## src/rtl/core/sha1bcm_pkg.sv

```systemverilog
// shared types and constants for the sha1 block compression core
`default_nettype none

package sha1bcm_pkg;

  localparam int ROUNDS    = 80;
  localparam int ROUND_W   = $clog2(ROUNDS);
  localparam int NUM_CHAIN = 5;
  localparam int CHAIN_W   = $clog2(NUM_CHAIN);
  localparam int NUM_MSG   = 16;
  localparam int MSG_W     = $clog2(NUM_MSG);

  // round phase boundaries
  localparam logic [ROUND_W-1:0] PHASE1_START = ROUND_W'(20);
  localparam logic [ROUND_W-1:0] PHASE2_START = ROUND_W'(40);
  localparam logic [ROUND_W-1:0] PHASE3_START = ROUND_W'(60);
  localparam logic [ROUND_W-1:0] LAST_ROUND   = ROUND_W'(ROUNDS - 1);

  // masked message word positions
  localparam logic [MSG_W-1:0] MASK_POS_A = MSG_W'(6);
  localparam logic [MSG_W-1:0] MASK_POS_B = MSG_W'(14);

  // item operation codes
  localparam logic OP_LOAD = 1'b0;
  localparam logic OP_MSG  = 1'b1;

  // configuration register indices
  localparam int CFG_IDX_W = 3;
  localparam logic [CFG_IDX_W-1:0] CFG_MASK_ENABLE = 3'd0;
  localparam logic [CFG_IDX_W-1:0] CFG_ROUND_K0    = 3'd1;
  localparam logic [CFG_IDX_W-1:0] CFG_ROUND_K1    = 3'd2;
  localparam logic [CFG_IDX_W-1:0] CFG_ROUND_K2    = 3'd3;
  localparam logic [CFG_IDX_W-1:0] CFG_ROUND_K3    = 3'd4;

  localparam logic [31:0] K0_RESET = 32'h5A827999;
  localparam logic [31:0] K1_RESET = 32'h6ED9EBA1;
  localparam logic [31:0] K2_RESET = 32'h8F1BBCDC;
  localparam logic [31:0] K3_RESET = 32'hCA62C1D6;

  localparam logic [CHAIN_W-1:0] LAST_CHAIN = CHAIN_W'(NUM_CHAIN - 1);

  typedef struct packed {
    logic        op;
    logic [3:0]  word_index;
    logic [31:0] word_value;
    logic        block_end;
  } item_t;

  typedef struct packed {
    logic [31:0] digest_word;
    logic [2:0]  digest_index;
    logic        final_word;
  } result_t;

  // controller to datapath commands
  typedef struct packed {
    logic               take;       // input transfer this cycle
    logic               start;      // transfer starts a compression
    logic               round;      // run one round
    logic [ROUND_W-1:0] round_idx;
    logic               add;        // fold working vars into chain
    logic [CHAIN_W-1:0] emit_idx;
  } cmd_t;

endpackage

`default_nettype wire

```

## src/rtl/core/sha1bcm_ctrl.sv

```systemverilog
// controller: sequences input transfers, rounds, chain update and result output
`default_nettype none

module sha1bcm_ctrl
  import sha1bcm_pkg::*;
(
  input  wire logic  clk,
  input  wire logic  rst,
  input  wire logic  item_valid,
  output logic       item_ready,
  input  wire item_t item,
  output logic       result_valid,
  input  wire logic  result_ready,
  output cmd_t       cmd
);

  localparam logic [1:0] S_IDLE  = 2'd0;
  localparam logic [1:0] S_ROUND = 2'd1;
  localparam logic [1:0] S_ADD   = 2'd2;
  localparam logic [1:0] S_EMIT  = 2'd3;

  logic [1:0]         state, state_next;
  logic [ROUND_W-1:0] round_cnt, round_cnt_next;
  logic [CHAIN_W-1:0] emit_cnt, emit_cnt_next;
  logic               take;
  logic               start;

  assign item_ready   = (state == S_IDLE);
  assign result_valid = (state == S_EMIT);
  assign take         = item_valid && item_ready;
  assign start        = take && (item.op == OP_MSG) && item.block_end;

  always_comb begin
    state_next     = state;
    round_cnt_next = round_cnt;
    emit_cnt_next  = emit_cnt;
    unique case (state)
      S_IDLE: begin
        if (start) begin
          state_next     = S_ROUND;
          round_cnt_next = '0;
        end
      end
      S_ROUND: begin
        if (round_cnt == LAST_ROUND) begin
          state_next     = S_ADD;
          round_cnt_next = '0;
        end else begin
          round_cnt_next = round_cnt + ROUND_W'(1);
        end
      end
      S_ADD: begin
        state_next    = S_EMIT;
        emit_cnt_next = '0;
      end
      S_EMIT: begin
        if (result_ready) begin
          if (emit_cnt == LAST_CHAIN) begin
            state_next = S_IDLE;
          end else begin
            emit_cnt_next = emit_cnt + CHAIN_W'(1);
          end
        end
      end
      default: state_next = S_IDLE;
    endcase
  end

  always_ff @(posedge clk) begin
    if (rst) begin
      state     <= S_IDLE;
      round_cnt <= '0;
      emit_cnt  <= '0;
    end else begin
      state     <= state_next;
      round_cnt <= round_cnt_next;
      emit_cnt  <= emit_cnt_next;
    end
  end

  always_comb begin
    cmd.take      = take;
    cmd.start     = start;
    cmd.round     = (state == S_ROUND);
    cmd.round_idx = round_cnt;
    cmd.add       = (state == S_ADD);
    cmd.emit_idx  = emit_cnt;
  end

endmodule

`default_nettype wire

```

## src/rtl/core/sha1bcm_datapath.sv

```systemverilog
// datapath: config registers, chain and message words, schedule window and round logic
`default_nettype none

module sha1bcm_datapath
  import sha1bcm_pkg::*;
(
  input  wire logic                 clk,
  input  wire logic                 rst,
  input  wire item_t                item,
  input  wire cmd_t                 cmd,
  output result_t                   result,
  input  wire logic                 cfg_valid,
  output logic                      cfg_ready,
  input  wire logic [CFG_IDX_W-1:0] cfg_index,
  input  wire logic [31:0]          cfg_data
);

  logic        mask_enable;
  logic [31:0] round_k [4];
  logic [31:0] chain [NUM_CHAIN];
  logic [31:0] msg [NUM_MSG];
  logic [31:0] win [NUM_MSG];
  logic [31:0] a, b, c, d, e;

  logic [31:0] f, k, tmp, w_new;
  logic [31:0] win_load [NUM_MSG];
  logic        is_msg, is_load;

  assign cfg_ready = 1'b1;
  assign is_msg    = cmd.take && (item.op == OP_MSG);
  assign is_load   = cmd.take && (item.op == OP_LOAD) && (item.word_index < 4'(NUM_CHAIN));

  // configuration registers
  always_ff @(posedge clk) begin
    if (rst) begin
      mask_enable <= 1'b0;
      round_k[0]  <= K0_RESET;
      round_k[1]  <= K1_RESET;
      round_k[2]  <= K2_RESET;
      round_k[3]  <= K3_RESET;
    end else if (cfg_valid) begin
      unique case (cfg_index)
        CFG_MASK_ENABLE: mask_enable <= cfg_data[0];
        CFG_ROUND_K0:    round_k[0]  <= cfg_data;
        CFG_ROUND_K1:    round_k[1]  <= cfg_data;
        CFG_ROUND_K2:    round_k[2]  <= cfg_data;
        CFG_ROUND_K3:    round_k[3]  <= cfg_data;
        default: ;
      endcase
    end
  end

  // window contents at start: stored words with the incoming one bypassed in, masked positions zeroed when enabled
  always_comb begin
    for (int i = 0; i < NUM_MSG; i++) begin
      win_load[i] = (item.word_index == MSG_W'(i)) ? item.word_value : msg[i];
      if (mask_enable && (MSG_W'(i) == MASK_POS_A || MSG_W'(i) == MASK_POS_B)) begin
        win_load[i] = '0;
      end
    end
  end

  // round function and constant by phase
  always_comb begin
    if (cmd.round_idx < PHASE1_START) begin
      f = (b & c) | (~b & d);
      k = round_k[0];
    end else if (cmd.round_idx < PHASE2_START) begin
      f = b ^ c ^ d;
      k = round_k[1];
    end else if (cmd.round_idx < PHASE3_START) begin
      f = (b & c) | (b & d) | (c & d);
      k = round_k[2];
    end else begin
      f = b ^ c ^ d;
      k = round_k[3];
    end
  end

  assign tmp = {a[26:0], a[31:27]} + f + e + win[0] + k;

  // next schedule word from the sliding window
  always_comb begin
    logic [31:0] x;
    x     = win[13] ^ win[8] ^ win[2] ^ win[0];
    w_new = {x[30:0], x[31]};
  end

  // chain and message words
  always_ff @(posedge clk) begin
    if (rst) begin
      for (int i = 0; i < NUM_CHAIN; i++) chain[i] <= '0;
      for (int i = 0; i < NUM_MSG; i++) msg[i] <= '0;
    end else begin
      if (is_load) begin
        chain[item.word_index[CHAIN_W-1:0]] <= item.word_value;
      end
      if (is_msg) begin
        msg[item.word_index] <= item.word_value;
      end
      if (cmd.add) begin
        chain[0] <= chain[0] + a;
        chain[1] <= chain[1] + b;
        chain[2] <= chain[2] + c;
        chain[3] <= chain[3] + d;
        chain[4] <= chain[4] + e;
      end
    end
  end

  // working variables and schedule window
  always_ff @(posedge clk) begin
    if (cmd.start) begin
      a <= chain[0];
      b <= chain[1];
      c <= chain[2];
      d <= chain[3];
      e <= chain[4];
      for (int i = 0; i < NUM_MSG; i++) win[i] <= win_load[i];
    end else if (cmd.round) begin
      e <= d;
      d <= c;
      c <= {b[1:0], b[31:2]};
      b <= a;
      a <= tmp;
      for (int i = 0; i < NUM_MSG - 1; i++) win[i] <= win[i+1];
      win[NUM_MSG-1] <= w_new;
    end
  end

  always_comb begin
    result.digest_word  = (cmd.emit_idx < CHAIN_W'(NUM_CHAIN)) ? chain[cmd.emit_idx] : '0;
    result.digest_index = 3'(cmd.emit_idx);
    result.final_word   = (cmd.emit_idx == LAST_CHAIN);
  end

endmodule

`default_nettype wire

```

## src/rtl/core/sha1_block_compress_masked_core.sv

```systemverilog
// SHA-1 block compression core: one round per cycle over a shared round datapath.
// A block_end message word is followed by the rounds and then the chain update; the five
// digest words then go out one per cycle while the result side is ready, and the next
// item is not taken until the last of them has gone out.
// Synchronous reset clears control, chain and message words and restores config defaults.
`default_nettype none

module sha1_block_compress_masked_core
  import sha1bcm_pkg::*;
(
  input  wire logic                 clk,
  input  wire logic                 rst,
  input  wire logic                 item_valid,
  output logic                      item_ready,
  input  wire item_t                item,
  output logic                      result_valid,
  input  wire logic                 result_ready,
  output result_t                   result,
  input  wire logic                 cfg_valid,
  output logic                      cfg_ready,
  input  wire logic [CFG_IDX_W-1:0] cfg_index,
  input  wire logic [31:0]          cfg_data
);

  cmd_t cmd;

  sha1bcm_ctrl u_ctrl (
    .clk          (clk),
    .rst          (rst),
    .item_valid   (item_valid),
    .item_ready   (item_ready),
    .item         (item),
    .result_valid (result_valid),
    .result_ready (result_ready),
    .cmd          (cmd)
  );

  sha1bcm_datapath u_datapath (
    .clk       (clk),
    .rst       (rst),
    .item      (item),
    .cmd       (cmd),
    .result    (result),
    .cfg_valid (cfg_valid),
    .cfg_ready (cfg_ready),
    .cfg_index (cfg_index),
    .cfg_data  (cfg_data)
  );

endmodule

`default_nettype wire

```

## config.mk

```make
export PLATFORM = sky130hd
export DESIGN_NAME = sha1_block_compress_masked_core
export DESIGN_NICKNAME = d
export VERILOG_FILES = /design/src/rtl/core/sha1bcm_pkg.sv /design/src/rtl/core/sha1bcm_ctrl.sv /design/src/rtl/core/sha1bcm_datapath.sv /design/src/rtl/core/sha1_block_compress_masked_core.sv
export SDC_FILE = /design/constraint.sdc
export NUM_CORES = 2
export LEC_CHECK = 0
export BUFFER_PORTS_ARGS = -buffer_cell sky130_fd_sc_hd__clkbuf_2
export CAP_MARGIN = 5
export CORE_ASPECT_RATIO = 1.2
export CORE_UTILIZATION = 50
export DETAILED_ROUTE_END_ITERATION = 8
export PLACE_DENSITY = 0.68
export SLEW_MARGIN = 20
export SYNTH_ARGS = -nofsm -noshare
export SYNTH_HDL_FRONTEND = slang
export SYNTH_SLANG_ARGS = --single-unit
```

## constraint.sdc

```tcl
create_clock -name clk -period 21.3 [get_ports clk]
set_input_delay 3.195 -clock clk [delete_from_list [all_inputs] [get_ports clk]]
set_output_delay 3.195 -clock clk [all_outputs]
set_load 0.01 [all_outputs]
```

==> results.json <==
{
  "gp_congestion": 0.993,
  "fmax_mhz": 137,
  "coreArea_sq_mm": 0.166,
  "fin_crit_ns": 7.29,
  "first_global_vias": 55422,
  "die_h_microns": 450,
  "cp-start-kind": "register",
  "postCtsHoldBufs": 0,
  "start_util_pct": 50.3,
  "report.final.slew_viol_count": 0,
  "via_per_inst": 5.83,
  "vdd_drop_max_mv": 0.148,
  "portBuffers": 115,
  "fin_crit_sh_pct": 34.2,
  "syn_avg_cell_area_sq_um": 11.7,
  "p_sw_mw": 5.04,
  "drt_iter0_markers": 4947,
  "synth_cell_types": 73,
  "p_comb_share_pct": 41.7,
  "holdWs_ns": 0.515,
  "clk_pin_slew_worst_paths_ns": 0.06,
  "switching_share_pct": 37.8,
  "end_kind": "output port",
  "syn_area_sq_mm": 0.0837,
  "num_vias": 55539,
  "setup_ws_ns": 14.01,
  "p_leak_nw": 34.8,
  "worstPathRequired_ns": 18.11,
  "fin_worst_skew_ns": 0.0283,
  "cap_violations": 0,
  "synth_edf_count": 1568,
  "async_flop_share_pct": 0,
  "finalWirelength_mm": 227,
  "postCtsSetupBuffers": 0,
  "cts_htree_levels": 4,
  "ant_nets": 0,
  "clock_power_share_pct": 21.1,
  "arrival_ns": 4.09,
  "dr.pass1.iters": 5,
  "critical_path_class": "reg -> out",
  "final_nets": 7593,
  "dp_slack_ns": 13.67,
  "critPathMaxFanout": 33,
  "yosysWarnings": 0,
  "overflow": 0,
  "grt_pass1_wl_mm": 341,
  "die_area_sq_mm": 0.169,
  "setup_violations": 0,
  "tritoncts": "done",
  "netlist_instances": 7173,
  "grt_antenna_before_repair": 6,
  "p_int_mw": 8.30,
  "outcome": "finished clean",
  "ys_top_cells_by_area": "edfxtp_1, mux2i_1, nand2_1",
  "rsz0062_at_grt": "false",
  "seq_power_share_pct": 37.3,
  "post_cts_resized": 0,
  "ys_seq_area_share_pct": 56.6,
  "clk_path_buf_depth": 3,
  "yosysTopAreaCell": "edfxtp_1",
  "core.rowCount": 164,
  "tightest_slew_ns": 1.14,
  "hold_viol_final": 0,
  "die_w_microns": 376,
  "io_pins": 117,
  "fin_tns_setup_ns": 0,
  "synth_ff_type": "edfxtp_1",
  "synth_top_area_share_pct": 56.2,
  "power.density_mw_per_mm2": 145,
  "grt_max_degree": 163,
  "dp_hpwl_mm": 149,
  "grt_usage_pct": 26.7,
  "relSlewSlack_pct": 24.3,
  "cts_buffers": 163,
  "drive_gt1_share_pct": 8.66,
  "route.detailed.drc": 0,
  "synth_seq_cells": 1584,
  "clk_latency_ns": 0.82,
  "root_buffer": "clkbuf_16",
  "area_growth_pct": 9.77,
  "fin_util_pct": 55.2,
  "hp-class": "reg -> reg",
  "wl_per_cell_microns": 23.8,
  "cts_sinks": 1584
}
==> critical path, cell delays in order, from the launching register on <==
cell and delay, ns:
dfxtp_4 0.85, buf_4 0.77, mux4_2 0.68, mux2i_1 0.61, nor2_1 0.12, clkbuf_2 0.17
==> through the flow <==
| stage | power (mW) | instances | area (sq um) |
|---|---|---|---|
| floorplan | 9.29 | 7268 | 84100 |
| finish | 13.3 | 9530 | 91900 |
| global placement | 10.4 | 9236 | 86800 |
| detailed placement | 10.5 | 9236 | 86800 |
| CTS | 13.3 | 9528 | 91900 |
| global route | 14.2 | 9529 | 91900 |
==> cells in the final DEF, fill, tap and decap left out, types with 25 or more instances in the layout <==
master,count
o21ai_0,628
clkbuf_2,114
a21oi_1,157
and2_1,565
inv_1,192
nand2b_1,65
or2_2,27
a31oi_1,73
conb_1,97
xor2_1,81
nor3_1,63
clkinv_2,25
clkinv_1,43
nand2_1,1212
ha_1,225
nand3_1,55
mux2i_1,546
xnor2_1,179
nand4_1,25
edfxtp_1,1568
clkbuf_16,165
nor2b_1,47
o21a_1,32
a22o_1,109
o31ai_1,32
buf_4,117
mux4_2,64
clkbuf_1,27
fa_1,129
nor2_1,198
or3_1,53
a211oi_1,25
a21o_1,73
==> routing by layer <==
layer  track usage, %  part of all wire, %  vias up
met3             3.82                  6.1      501
met4             13.3                  5.2        4
met5                0                0.013        -
li1                 -                    -    25462
met1             33.9                   40    27522
met2             44.8                   49     2050
==> layout make-up <==
| cell class | instances | area (sq um) |
|---|---|---|
| repair buffers | 234 | 1490 |
| flip-flops and latches | 1584 | 47400 |
| clock inverters | 100 | 880 |
| clock buffers | 192 | 4230 |
| multi-input cells | 4985 | 34400 |
| fillers | 13942 | 74500 |
| well taps | 2241 | 2800 |
| inverters | 192 | 721 |
| diodes | 2 | 5.00 |
==> power groups by stage <==
| stage | logic (mW) | clock network [mW] | registers (mW) |
|---|---|---|---|
| after floorplan | 4.22 | 0 | 5.08 |
| after CTS | 5.52 | 2.85 | 4.96 |
| after detailed placement | 5.48 | 0 | 5.03 |
| after global routing | 6.27 | 2.95 | 5.02 |
| after global placement | 5.34 | 0 | 5.01 |
| final | 5.56 | 2.81 | 4.97 |
==> state kept, by name (all words and copies together) (netlist names), named ones only <==
| name | count |
|---|---|
| u_datapath.a | 32 |
| u_datapath.round_k | 128 |
| u_datapath.chain | 256 |
| u_ctrl.round_cnt | 7 |
| u_datapath.mask_enable | 1 |
| u_datapath.msg | 512 |
| u_ctrl.state | 2 |
| u_datapath.c | 32 |
| u_datapath.d | 32 |
| u_datapath.win | 512 |
| u_datapath.e | 32 |
| u_ctrl.emit_cnt | 3 |
| u_datapath.b | 32 |
==> cells in the mapped netlist, types with 7 or more instances <==
| cell type | count |
|---|---|
| edfxtp_1 | 1568 |
| nand2_1 | 1216 |
| o21ai_0 | 630 |
| and2_1 | 566 |
| mux2i_1 | 546 |
| clkbuf_1 | 440 |
| ha_1 | 226 |
| nor2_1 | 220 |
| inv_1 | 192 |
| xnor2_1 | 179 |
| a21oi_1 | 157 |
| fa_1 | 129 |
| a22o_1 | 109 |
| xor2_1 | 81 |
| nor3_1 | 74 |
| a21o_1 | 73 |
| a31oi_1 | 73 |
| nand2b_1 | 67 |
| mux4_2 | 64 |
| buf_1 | 63 |
| nand3_1 | 56 |
| or3_1 | 53 |
| nor2b_1 | 48 |
| o21a_1 | 33 |
| o31ai_1 | 32 |
| or2_2 | 27 |
| a211oi_1 | 25 |
| nand4_1 | 25 |
| o21bai_1 | 20 |
| and3_1 | 19 |
| dfxtp_1 | 16 |
| nor4_1 | 14 |
| a211o_1 | 13 |
| o41ai_1 | 11 |
| o21ai_1 | 8 |
| o211ai_1 | 7 |
==> cell families (layout without fill, tap and decap cells) <==
logic type	after synthesis	count (layout)	synth area share, %
compound gates	1249	1249	9.15
xor+xnor	260	260	2.72
fa+ha+maj	355	355	6.46
buf+inv	699	718	3.15
flops	1584	1584	56.6
mux	610	610	8.25
other cells	2	99	0.00897
simple gates	2414	2414	13.6
==> final timing paths <==
path,end,from,depth (start not counted),slack [ns]
worst min register to register,u_datapath.win[2][15],u_datapath.win[2][47],2,0.51
worst max-delay path,result[5],register,5,14.01
worst max register to register,u_datapath.a[29],u_ctrl.round_cnt[5],21,14.21
worst min-delay path,u_datapath.win[2][15],u_datapath.win[2][47],2,0.51
No activity file was read; power rests on OpenSTA's default activity.
